$ cat src/design/constrained_kruskal_mst_top_defines.svh
// Assertion macros for the constrained MST block.
// Used by constrained_kruskal_mst_top; no other dependencies.
`ifndef CONSTRAINED_KRUSKAL_MST_TOP_DEFINES_SVH
`define CONSTRAINED_KRUSKAL_MST_TOP_DEFINES_SVH
// Implication checked on every clock edge outside reset.
`define CKM_ASSERT(label, ante, cons, msg) \
  label: assert property (@(posedge clk) disable iff (!rst_n) (ante) |-> (cons)) \
    else $error(msg);
// Implication whose consequent is checked in the cycle after the antecedent.
`define CKM_ASSERT_NEXT(label, ante, cons, msg) \
  label: assert property (@(posedge clk) disable iff (!rst_n) (ante) |=> (cons)) \
    else $error(msg);
`endif

$ cat src/design/ckm_pkg.sv
// Shared types and constants for the constrained MST block.
// No dependencies.
package ckm_pkg;
  localparam int MaxVertices = 64;
  localparam int MaxEdges    = 64;
  localparam int WeightBits  = 32;
  localparam int VW = 7;   // vertex id width
  localparam int SW = 6;   // slot width
  localparam int CW = 40;  // cost width
  localparam int MaxResults = 64;

  localparam logic [1:0] StatOk     = 2'd0;
  localparam logic [1:0] StatCycle  = 2'd1;
  localparam logic [1:0] StatNoSpan = 2'd2;

  localparam logic OpLoad = 1'b0;
  localparam logic OpRun  = 1'b1;

  localparam logic CfgVertexCount = 1'b0;
  localparam logic CfgEdgeCount   = 1'b1;

  typedef struct packed {
    logic                         opcode;
    logic [SW-1:0]                slot;
    logic [VW-1:0]                end_a;
    logic [VW-1:0]                end_b;
    logic signed [WeightBits-1:0] weight;
    logic                         must_use;
    logic                         excluded;
  } in_word_t;

  typedef struct packed {
    logic [SW-1:0]         edge_slot;
    logic signed [CW-1:0]  total_cost;
    logic [1:0]            status;
    logic                  last;
  } out_word_t;
endpackage

$ cat src/design/ckm_if.sv
// Valid/ready channel interfaces for the constrained MST block.
// Depends on ckm_pkg.
interface ckm_in_if;
  logic              valid;
  logic              ready;
  ckm_pkg::in_word_t data;
  modport source (output valid, output data, input ready);
  modport sink   (input valid, input data, output ready);
endinterface

interface ckm_out_if;
  logic               valid;
  logic               ready;
  ckm_pkg::out_word_t data;
  modport source (output valid, output data, input ready);
  modport sink   (input valid, input data, output ready);
endinterface

$ cat src/design/constrained_kruskal_mst_top.sv
// Channel     | dir | payload
// in          | in  | opcode, slot, end_a, end_b, weight, must_use, excluded
// out         | out | edge_slot, total_cost, status, last
// cfg         | in  | cfg_we, cfg_index (1 bit), cfg_data (7 bits)
// A load word is written to its slot. A run word starts a clear of all 65 union-find
// entries, then two passes over the edge slots (forced, then free), each ending in a
// fetch that finds the index at the edge count. Every slot passes a fetch and a check
// state; a kept edge adds two find walks, each a climb and a compressing pass waiting
// on every parent read, then a union and, if the roots differ, an emit. Reset (rst_n,
// synchronous) clears control only; in_ready is low while a run works or a word waits
// at out, and a stalled out holds the sequencer only in a state that sends a word.
// Depends on ckm_pkg, ckm_if and constrained_kruskal_mst_top_defines.svh.
`include "constrained_kruskal_mst_top_defines.svh"
module constrained_kruskal_mst_top (
  input  logic clk,
  input  logic rst_n,
  ckm_in_if.sink    in_ch,
  ckm_out_if.source out_ch,
  input  logic       cfg_we,
  input  logic       cfg_index,
  input  logic [6:0] cfg_data
);
  localparam int VW = ckm_pkg::VW;
  localparam int SW = ckm_pkg::SW;
  localparam int CW = ckm_pkg::CW;
  localparam int WB = ckm_pkg::WeightBits;
  localparam logic signed [CW-1:0] CostMax = {1'b0, {(CW-1){1'b1}}};
  localparam logic signed [CW-1:0] CostMin = {1'b1, {(CW-1){1'b0}}};

  typedef enum logic [3:0] {
    S_IDLE, S_CLEAR, S_FETCH, S_EDGE, S_FIND_UP, S_FIND_CMP, S_UNION, S_EMIT, S_SUM,
    S_WAIT
  } state_t;

  // edge store
  logic [VW-1:0]        ea_mem [ckm_pkg::MaxEdges];
  logic [VW-1:0]        eb_mem [ckm_pkg::MaxEdges];
  logic signed [WB-1:0] w_mem  [ckm_pkg::MaxEdges];
  logic                 f_mem  [ckm_pkg::MaxEdges];
  logic                 b_mem  [ckm_pkg::MaxEdges];
  // union-find store
  logic [VW-1:0]        par_mem  [ckm_pkg::MaxVertices+1];
  logic [VW-1:0]        size_mem [ckm_pkg::MaxVertices+1];

  state_t               state_r;
  logic [VW-1:0]        vcount_r, ecount_r;
  logic [VW-1:0]        nv_r;
  logic [VW-1:0]        ne_r;
  logic [SW:0]          idx_r;       // slot counter, wide enough for the count
  logic                 pass_r;      // 0 forced pass, 1 free pass
  logic [VW-1:0]        eb_r;
  logic signed [WB-1:0] w_r;
  logic                 which_r;     // 0 walking a, 1 walking b
  logic [VW-1:0]        cur_r, start_r, root_a_r;
  logic                 rd_wait_r;   // parent read for cur_r not back yet
  logic signed [CW-1:0] cost_r;
  logic [VW-1:0]        tcount_r;
  logic [SW:0]          nout_r;
  logic                 out_valid_r;
  ckm_pkg::out_word_t   out_r;

  // registered store reads
  logic [VW-1:0]        ea_q_r, eb_q_r;
  logic signed [WB-1:0] w_q_r;
  logic                 f_q_r, b_q_r;
  logic [VW-1:0]        par_q_r, sa_q_r, sb_q_r;

  logic signed [CW:0]   csum;
  logic [SW-1:0]        slot_i;
  logic                 out_free;
  logic                 cycle_hit;
  logic                 emit_go;

  assign in_ch.ready  = (state_r == S_IDLE) && !out_valid_r;
  assign out_ch.valid = out_valid_r;
  assign out_ch.data  = out_r;
  assign slot_i       = idx_r[SW-1:0];
  assign csum         = {cost_r[CW-1], cost_r} + {{(CW+1-WB){w_r[WB-1]}}, w_r};
  assign out_free     = !out_valid_r || out_ch.ready;
  assign cycle_hit    = (state_r == S_UNION) && (root_a_r == start_r) && !pass_r;
  assign emit_go      = out_free && (cycle_hit || state_r == S_SUM ||
                        (state_r == S_EMIT &&
                         nout_r < (SW+1)'(ckm_pkg::MaxResults - 1)));

  always_ff @(posedge clk) begin
    if (in_ch.valid && in_ch.ready && in_ch.data.opcode == ckm_pkg::OpLoad) begin
      ea_mem[in_ch.data.slot] <= in_ch.data.end_a;
      eb_mem[in_ch.data.slot] <= in_ch.data.end_b;
      w_mem[in_ch.data.slot]  <= in_ch.data.weight;
      f_mem[in_ch.data.slot]  <= in_ch.data.must_use;
      b_mem[in_ch.data.slot]  <= in_ch.data.excluded;
    end
    ea_q_r <= ea_mem[slot_i];
    eb_q_r <= eb_mem[slot_i];
    w_q_r  <= w_mem[slot_i];
    f_q_r  <= f_mem[slot_i];
    b_q_r  <= b_mem[slot_i];
  end

  always_ff @(posedge clk) begin
    par_q_r <= par_mem[cur_r];
    sa_q_r  <= size_mem[root_a_r];
    sb_q_r  <= size_mem[start_r];
  end

  always_ff @(posedge clk) begin
    if (!rst_n) begin
      state_r     <= S_IDLE;
      vcount_r    <= VW'(1);
      ecount_r    <= '0;
      out_valid_r <= 1'b0;
    end else begin
      if (cfg_we) begin
        unique case (cfg_index)
          ckm_pkg::CfgVertexCount: vcount_r <= cfg_data;
          ckm_pkg::CfgEdgeCount:   ecount_r <= cfg_data;
          default: ;
        endcase
      end
      if (emit_go) out_valid_r <= 1'b1;
      else if (out_ch.ready) out_valid_r <= 1'b0;
      unique case (state_r)
        S_IDLE: begin
          if (in_ch.valid && in_ch.ready && in_ch.data.opcode == ckm_pkg::OpRun) begin
            nv_r <= (vcount_r == '0) ? VW'(1) :
                    (vcount_r > VW'(ckm_pkg::MaxVertices)) ? VW'(ckm_pkg::MaxVertices)
                    : vcount_r;
            ne_r <= (ecount_r > VW'(ckm_pkg::MaxEdges)) ? VW'(ckm_pkg::MaxEdges)
                    : ecount_r;
            cur_r    <= '0;
            cost_r   <= '0;
            tcount_r <= '0;
            nout_r   <= '0;
            idx_r    <= '0;
            pass_r   <= 1'b0;
            state_r  <= S_CLEAR;
          end
        end
        S_CLEAR: begin
          // one union-find entry a cycle
          par_mem[cur_r]  <= cur_r;
          size_mem[cur_r] <= VW'(1);
          if (cur_r == VW'(ckm_pkg::MaxVertices)) state_r <= S_FETCH;
          else cur_r <= cur_r + VW'(1);
        end
        S_FETCH: begin
          if (idx_r >= (SW+1)'(ne_r)) begin
            if (pass_r) state_r <= S_SUM;
            else begin
              pass_r <= 1'b1;
              idx_r  <= '0;
            end
          end else state_r <= S_EDGE;
        end
        S_EDGE: begin
          if ((!pass_r && !f_q_r) || (pass_r && (f_q_r || b_q_r)) ||
              ea_q_r > nv_r || eb_q_r > nv_r) begin
            idx_r   <= idx_r + 1'b1;
            state_r <= S_FETCH;
          end else begin
            eb_r      <= eb_q_r;
            w_r       <= w_q_r;
            cur_r     <= ea_q_r;
            start_r   <= ea_q_r;
            which_r   <= 1'b0;
            rd_wait_r <= 1'b1;
            state_r   <= S_FIND_UP;
          end
        end
        S_FIND_UP: begin
          // climb to the root, then walk again from the start pointing at it
          if (rd_wait_r) rd_wait_r <= 1'b0;
          else if (par_q_r == cur_r) begin
            root_a_r  <= which_r ? root_a_r : cur_r;
            start_r   <= cur_r;
            cur_r     <= start_r;
            rd_wait_r <= 1'b1;
            state_r   <= S_FIND_CMP;
          end else begin
            cur_r     <= par_q_r;
            rd_wait_r <= 1'b1;
          end
        end
        S_FIND_CMP: begin
          // start_r holds the root here
          if (rd_wait_r) rd_wait_r <= 1'b0;
          else if (par_q_r == start_r || cur_r == start_r) begin
            if (!which_r) begin
              which_r   <= 1'b1;
              cur_r     <= eb_r;
              start_r   <= eb_r;
              rd_wait_r <= 1'b1;
              state_r   <= S_FIND_UP;
            end else state_r <= S_UNION;
          end else begin
            par_mem[cur_r] <= start_r;
            cur_r          <= par_q_r;
            rd_wait_r      <= 1'b1;
          end
        end
        S_UNION: begin
          if (root_a_r == start_r) begin
            if (!pass_r) begin
              // hold until any pending edge word has gone
              if (out_free) begin
                out_r   <= '{edge_slot: '0, total_cost: cost_r,
                             status: ckm_pkg::StatCycle, last: 1'b1};
                state_r <= S_WAIT;
              end
            end else begin
              idx_r   <= idx_r + 1'b1;
              state_r <= S_FETCH;
            end
          end else begin
            if (sa_q_r < sb_q_r) begin
              par_mem[root_a_r] <= start_r;
              size_mem[start_r] <= sb_q_r + sa_q_r;
            end else begin
              par_mem[start_r]   <= root_a_r;
              size_mem[root_a_r] <= sa_q_r + sb_q_r;
            end
            cost_r   <= (csum[CW] != csum[CW-1]) ? (csum[CW] ? CostMin : CostMax)
                        : csum[CW-1:0];
            tcount_r <= tcount_r + VW'(1);
            state_r  <= S_EMIT;
          end
        end
        S_EMIT: begin
          if (nout_r < (SW+1)'(ckm_pkg::MaxResults - 1)) begin
            if (out_free) begin
              out_r   <= '{edge_slot: slot_i, total_cost: '0,
                           status: ckm_pkg::StatOk, last: 1'b0};
              nout_r  <= nout_r + 1'b1;
              idx_r   <= idx_r + 1'b1;
              state_r <= S_FETCH;
            end
          end else begin
            idx_r   <= idx_r + 1'b1;
            state_r <= S_FETCH;
          end
        end
        S_SUM: begin
          if (out_free) begin
            out_r   <= '{edge_slot: '0, total_cost: cost_r,
                         status: (tcount_r == nv_r - VW'(1)) ? ckm_pkg::StatOk
                                 : ckm_pkg::StatNoSpan,
                         last: 1'b1};
            state_r <= S_WAIT;
          end
        end
        S_WAIT: begin
          if (out_valid_r && out_ch.ready) state_r <= S_IDLE;
        end
        default: state_r <= S_IDLE;
      endcase
    end
  end

  `CKM_ASSERT(a_ready_idle, in_ch.ready, state_r == S_IDLE && !out_valid_r,
              "ready outside idle")
  `CKM_ASSERT(a_last_cost, out_ch.valid && !out_ch.data.last, out_ch.data.total_cost == '0,
              "edge word carries cost")
  `CKM_ASSERT_NEXT(a_run_leaves_idle,
                   in_ch.valid && in_ch.ready && in_ch.data.opcode == ckm_pkg::OpRun,
                   state_r == S_CLEAR, "run did not start clear")
  `CKM_ASSERT_NEXT(a_out_hold, out_ch.valid && !out_ch.ready,
                   out_ch.valid && $stable(out_ch.data), "out word dropped or changed")
endmodule

$ cat src/flat_wrapper.sv
// flat-port wrapper written by rule: the top's interface ports become plain ports
module constrained_kruskal_mst_top_flat 
  (clk, rst_n, cfg_we, cfg_index, cfg_data, in_ch_valid, in_ch_data, in_ch_ready, out_ch_valid, out_ch_data, out_ch_ready);
  ckm_in_if in_ch_i ();
  ckm_out_if out_ch_i ();
  input  logic clk;
  input  logic rst_n;
  input  logic cfg_we;
  input  logic cfg_index;
  input  logic [6:0] cfg_data;
  input wire logic [$bits(in_ch_i.valid)-1:0] in_ch_valid;
  input wire logic [$bits(in_ch_i.data)-1:0] in_ch_data;
  output wire logic [$bits(in_ch_i.ready)-1:0] in_ch_ready;
  output wire logic [$bits(out_ch_i.valid)-1:0] out_ch_valid;
  output wire logic [$bits(out_ch_i.data)-1:0] out_ch_data;
  input wire logic [$bits(out_ch_i.ready)-1:0] out_ch_ready;
  assign in_ch_i.valid = in_ch_valid;
  assign in_ch_i.data = in_ch_data;
  assign in_ch_ready = in_ch_i.ready;
  assign out_ch_valid = out_ch_i.valid;
  assign out_ch_data = out_ch_i.data;
  assign out_ch_i.ready = out_ch_ready;
  constrained_kruskal_mst_top u_core (.clk(clk), .rst_n(rst_n), .in_ch(in_ch_i), .out_ch(out_ch_i), .cfg_we(cfg_we), .cfg_index(cfg_index), .cfg_data(cfg_data));
endmodule
$ cat config.mk
export PLATFORM = sky130hd
export DESIGN_NAME = constrained_kruskal_mst_top_flat
export DESIGN_NICKNAME = d
export VERILOG_FILES = /design/src/design/ckm_pkg.sv /design/src/design/ckm_if.sv /design/src/design/constrained_kruskal_mst_top.sv /design/src/flat_wrapper.sv
export VERILOG_INCLUDE_DIRS = /design/src /design/src/design
export SDC_FILE = /design/constraint.sdc
export NUM_CORES = 2
export LEC_CHECK = 0
export BUFFER_PORTS_ARGS = -buffer_cell sky130_fd_sc_hd__buf_2
export CAP_MARGIN = 15
export CORE_ASPECT_RATIO = 1.25
export CORE_UTILIZATION = 50
export DETAILED_ROUTE_END_ITERATION = 7
export PLACE_DENSITY = 0.65
export SYNTH_ARGS = -nofsm -noshare
export SYNTH_HDL_FRONTEND = slang
export SYNTH_SLANG_ARGS = --single-unit
$ cat constraint.sdc
create_clock -name clk -period 6.7 [get_ports clk]
set_input_delay 1.675 -clock clk [delete_from_list [all_inputs] [get_ports clk]]
set_output_delay 1.675 -clock clk [all_outputs]
set_load 0.05 [all_outputs]
==> metrics.md <==
| Metric | Value |
|---|---|
| Clk root buf | `clkbuf_16` |
| Resize count post-CTS | `0` |
| Power, Total | `65.6 mW` |
| Layout cell share with drive strength beyond 1 | `31.2%` |
| Final worst path period share | `80.3%` |
| Met1 Resource Use GR | `between 30% and 40%` |
| Die area | `between 0.3 and 0.4 mm^2` |
| Total CTS buffers | `roughly 410` |
| Synth top cells by count | `edfxtp_1 (4,169), mux4_2 (1,449), nor2_1 (300), clkbuf_1 (267), nand2_1 (128)` |
| Share of the yosys chip area belonging to registers | `75.1%` |
| Clock latency on the worst-skew pair | `0.94 ns` |
| GR Overflow Total | `0` |
| Post-synth EDFFs | `roughly 4.2k` |
| Clk buf depth | `4` |
| Hold WC Path Type | `flip-flop to flip-flop` |
| IO Pins | `about 120` |
| Port buffer count | `about 120` |
| Distinct cells, synth | `just under 80` |
| Hold Violations, Final | `0` |
| Hold buffer count at cts | `0` |
| Crit path launch type | `flip-flop` |
| Mapped Cells | `7,375` |
| Initial antenna violation count | `36` |
| Clock Skews | `0.0694 ns` |
| GP Congestion | `0.865` |
| Routed len/inst | `35.1 um` |
| First-pass GRT wire length | `between 600,000 and 700,000 um` |
| Synth area leaders | `edfxtp_1 (74%), mux4_2 (19%), dfxtp_1 (1.0%)` |
| DRT antenna net count | `0` |
| Critical path capture point type | `flip-flop` |
| Synth Net Count | `between 7k and 8k` |
| Largest net degree at the start of global routing | `122` |
| Vias in the first global route | `~82k` |
| RSZ-0062 raised after global routing | `false` |
| Fin. max-slew vios | `0` |
| Setup Total Neg Slack | `0 ns` |
| Initial cell density of the core | `50.3%` |
| Die Span Y | `652 um` |
| Synth top area share | `74.1%` |
| Proportion of synthesized flip-flops having asynchronous set or reset | `0%` |
| Global Route met2 Usage | `43.9%` |
| H-tree levels | `5` |
| Total GRT Usage | `about a quarter` |
| F_max | `186 MHz` |
| Final nets | `between 7k and 8k` |
| Syn. warnings | `0` |
| Post-Synthesis Cell Area | `roughly 0.17 mm^2` |
| Synth-to-Final Area Change | `12.7%` |
| Largest fanout on the critical path | `24` |
| Yosys top cell by area | `edfxtp_1` |
| P_leak | `58.5 nW` |
| Clock sink count | `4,257` |
| Pre-antenna DRT Iters | `6` |
| Status | `complete, no violations` |
| Routed WL | `around 440,000 um` |
| CTS clock-pin slew for the worst setup and hold paths | `around 0.070 ns` |
| Routed via count | `81.1k` |
| Seq cells post-synth | `4,257` |
| R2r setup slk | `1.32 ns` |
| Post-CTS Setup Bufs | `0` |
| Hold slack | `0.402 ns` |
| Crit Path Category | `flip-flop to flip-flop` |
| Die W | `522 um` |
| DRC violations left | `0` |
| CP required | `7.25 ns` |
| PwrDens | `345 mW/mm^2` |
| Via density | `6.49` |
| FP Rows | `238` |
| Maxcap violations | `0` |
| Most common cell in the netlist | `edfxtp_1` |
| Detailed router's first-iteration violation count | `10.0k` |
| Slew HR | `18.8%` |
| Busiest layer in global routing | `met2` |
| Max IR drop VDD | `0.000244 V` |
| Hpwl dp | `252,000 um` |
| Setup-failing EPs final | `0` |
| Fin crit period | `5.38 ns` |
| Slew @ Worst Pin | `1.22 ns` |
| CTS tree | `yes` |
| Met3 Use GR | `4.25%` |
| Core Box Area | `0.336 mm^2` |
| Main synth FF type | `edfxtp_1` |
| Synthesized area per cell | `22.9 um^2` |
| Crit path DAT | `approximately 5.9 ns` |
==> cell families after synthesis <==
family                   share of synthesized area, %
adder cells (fa/ha/maj)                         0.616
AO/OA/AOI/OAI                                    1.25
multiplexers                                     19.5
XOR/XNOR                                        0.482
AND/OR/NAND/NOR                                  1.92
flip-flops                                       75.1
buffers and inverters                            1.07
==> worst max-delay path, cell delays in order, from the launching register on <==
cell     delay [ns]
dfxtp_1        0.64
nor2_1         0.37
nand2_1        0.19
nor2_1         0.23
nand2_1        0.14
nor3b_2        0.91
nand3_1        1.01
nor2_4         1.17
buf_12         0.32
==> through the flow <==
step	utilization, %	cell area (um^2)	worst slack (ns)	instances
finish	56.6	190000	1.32	12500
global placement	52.5	177000	1.24	11700
floorplan	-	169000	0.660	7375
global route	56.6	190000	1.29	12500
CTS	56.5	190000	1.53	12500
detailed placement	52.5	177000	1.08	11700
==> layout make-up <==
type	count	area, um^2
tap	4440	5560
fill	23900	146000
multi-input combinational	2657	40900
timing repair buffer	330	3370
inverter	50	188
sequential	4257	127000
clock buffer	497	10800
antenna	18	45.0
clock inverter	247	2690
==> power by group <==
group / internal, mW / total [mW] / switching, mW
clock: 13.4 / 23.3 / 9.87
combinational: 5.35 / 11.7 / 6.39
sequential: 30.0 / 30.6 / 0.564
total: 48.8 / 65.6 / 16.8
==> flip-flops by register name (all words and copies together) (netlist names), 32 cells and up <==
name and flops:
u_core.w_mem 2048, u_core.par_mem 455, u_core.size_mem 455, u_core.ea_mem 448, u_core.eb_mem 448, u_core.b_mem 64
u_core.f_mem 64, u_core.out_ch.data 49, u_core.cost_r 40, u_core.w_q_r 32, u_core.w_r 32
==> layout by cell type, fill, tap and decap left out, types with 19 or more instances in the layout <==
| cell type | instances |
|---|---|
| nor2b_1 | 22 |
| buf_12 | 93 |
| xnor2_1 | 52 |
| buf_4 | 118 |
| mux2i_1 | 25 |
| xor2_1 | 41 |
| nand4_1 | 19 |
| clkbuf_1 | 72 |
| nor2_4 | 69 |
| inv_1 | 47 |
| clkinv_2 | 91 |
| clkinv_1 | 68 |
| clkbuf_16 | 412 |
| mux4_2 | 1449 |
| a21oi_1 | 80 |
| edfxtp_1 | 4169 |
| nor2_1 | 231 |
| o21ai_0 | 37 |
| a21o_1 | 59 |
| nand3_1 | 50 |
| ha_1 | 80 |
| dfxtp_1 | 88 |
| nand2_1 | 127 |
| bufinv_16 | 52 |
| buf_2 | 118 |
| and2_1 | 54 |
==> layer usage <==
layer  up-vias  routed length, um
li1      32200                  -
met1     44200             164000
met2      3947             225000
met3       772              33800
met4        20              15200
met5         -                129
==> worst paths after layout <==
check                                      start                        endpoint  depth (start not counted)
setup / recovery  u_core.state_r[0]$_SDFFE_PN0P_  u_core.ea_mem[47][3]$_DFFE_PP_                          8
setup reg to reg  u_core.state_r[0]$_SDFFE_PN0P_  u_core.ea_mem[47][3]$_DFFE_PP_                          8
hold reg to reg         u_core.w_q_r[22]$_DFF_P_        u_core.w_r[22]$_DFFE_PP_                          0
hold / removal          u_core.w_q_r[22]$_DFF_P_        u_core.w_r[22]$_DFFE_PP_                          0
Note: power is estimated with default switching activity, not from simulation.
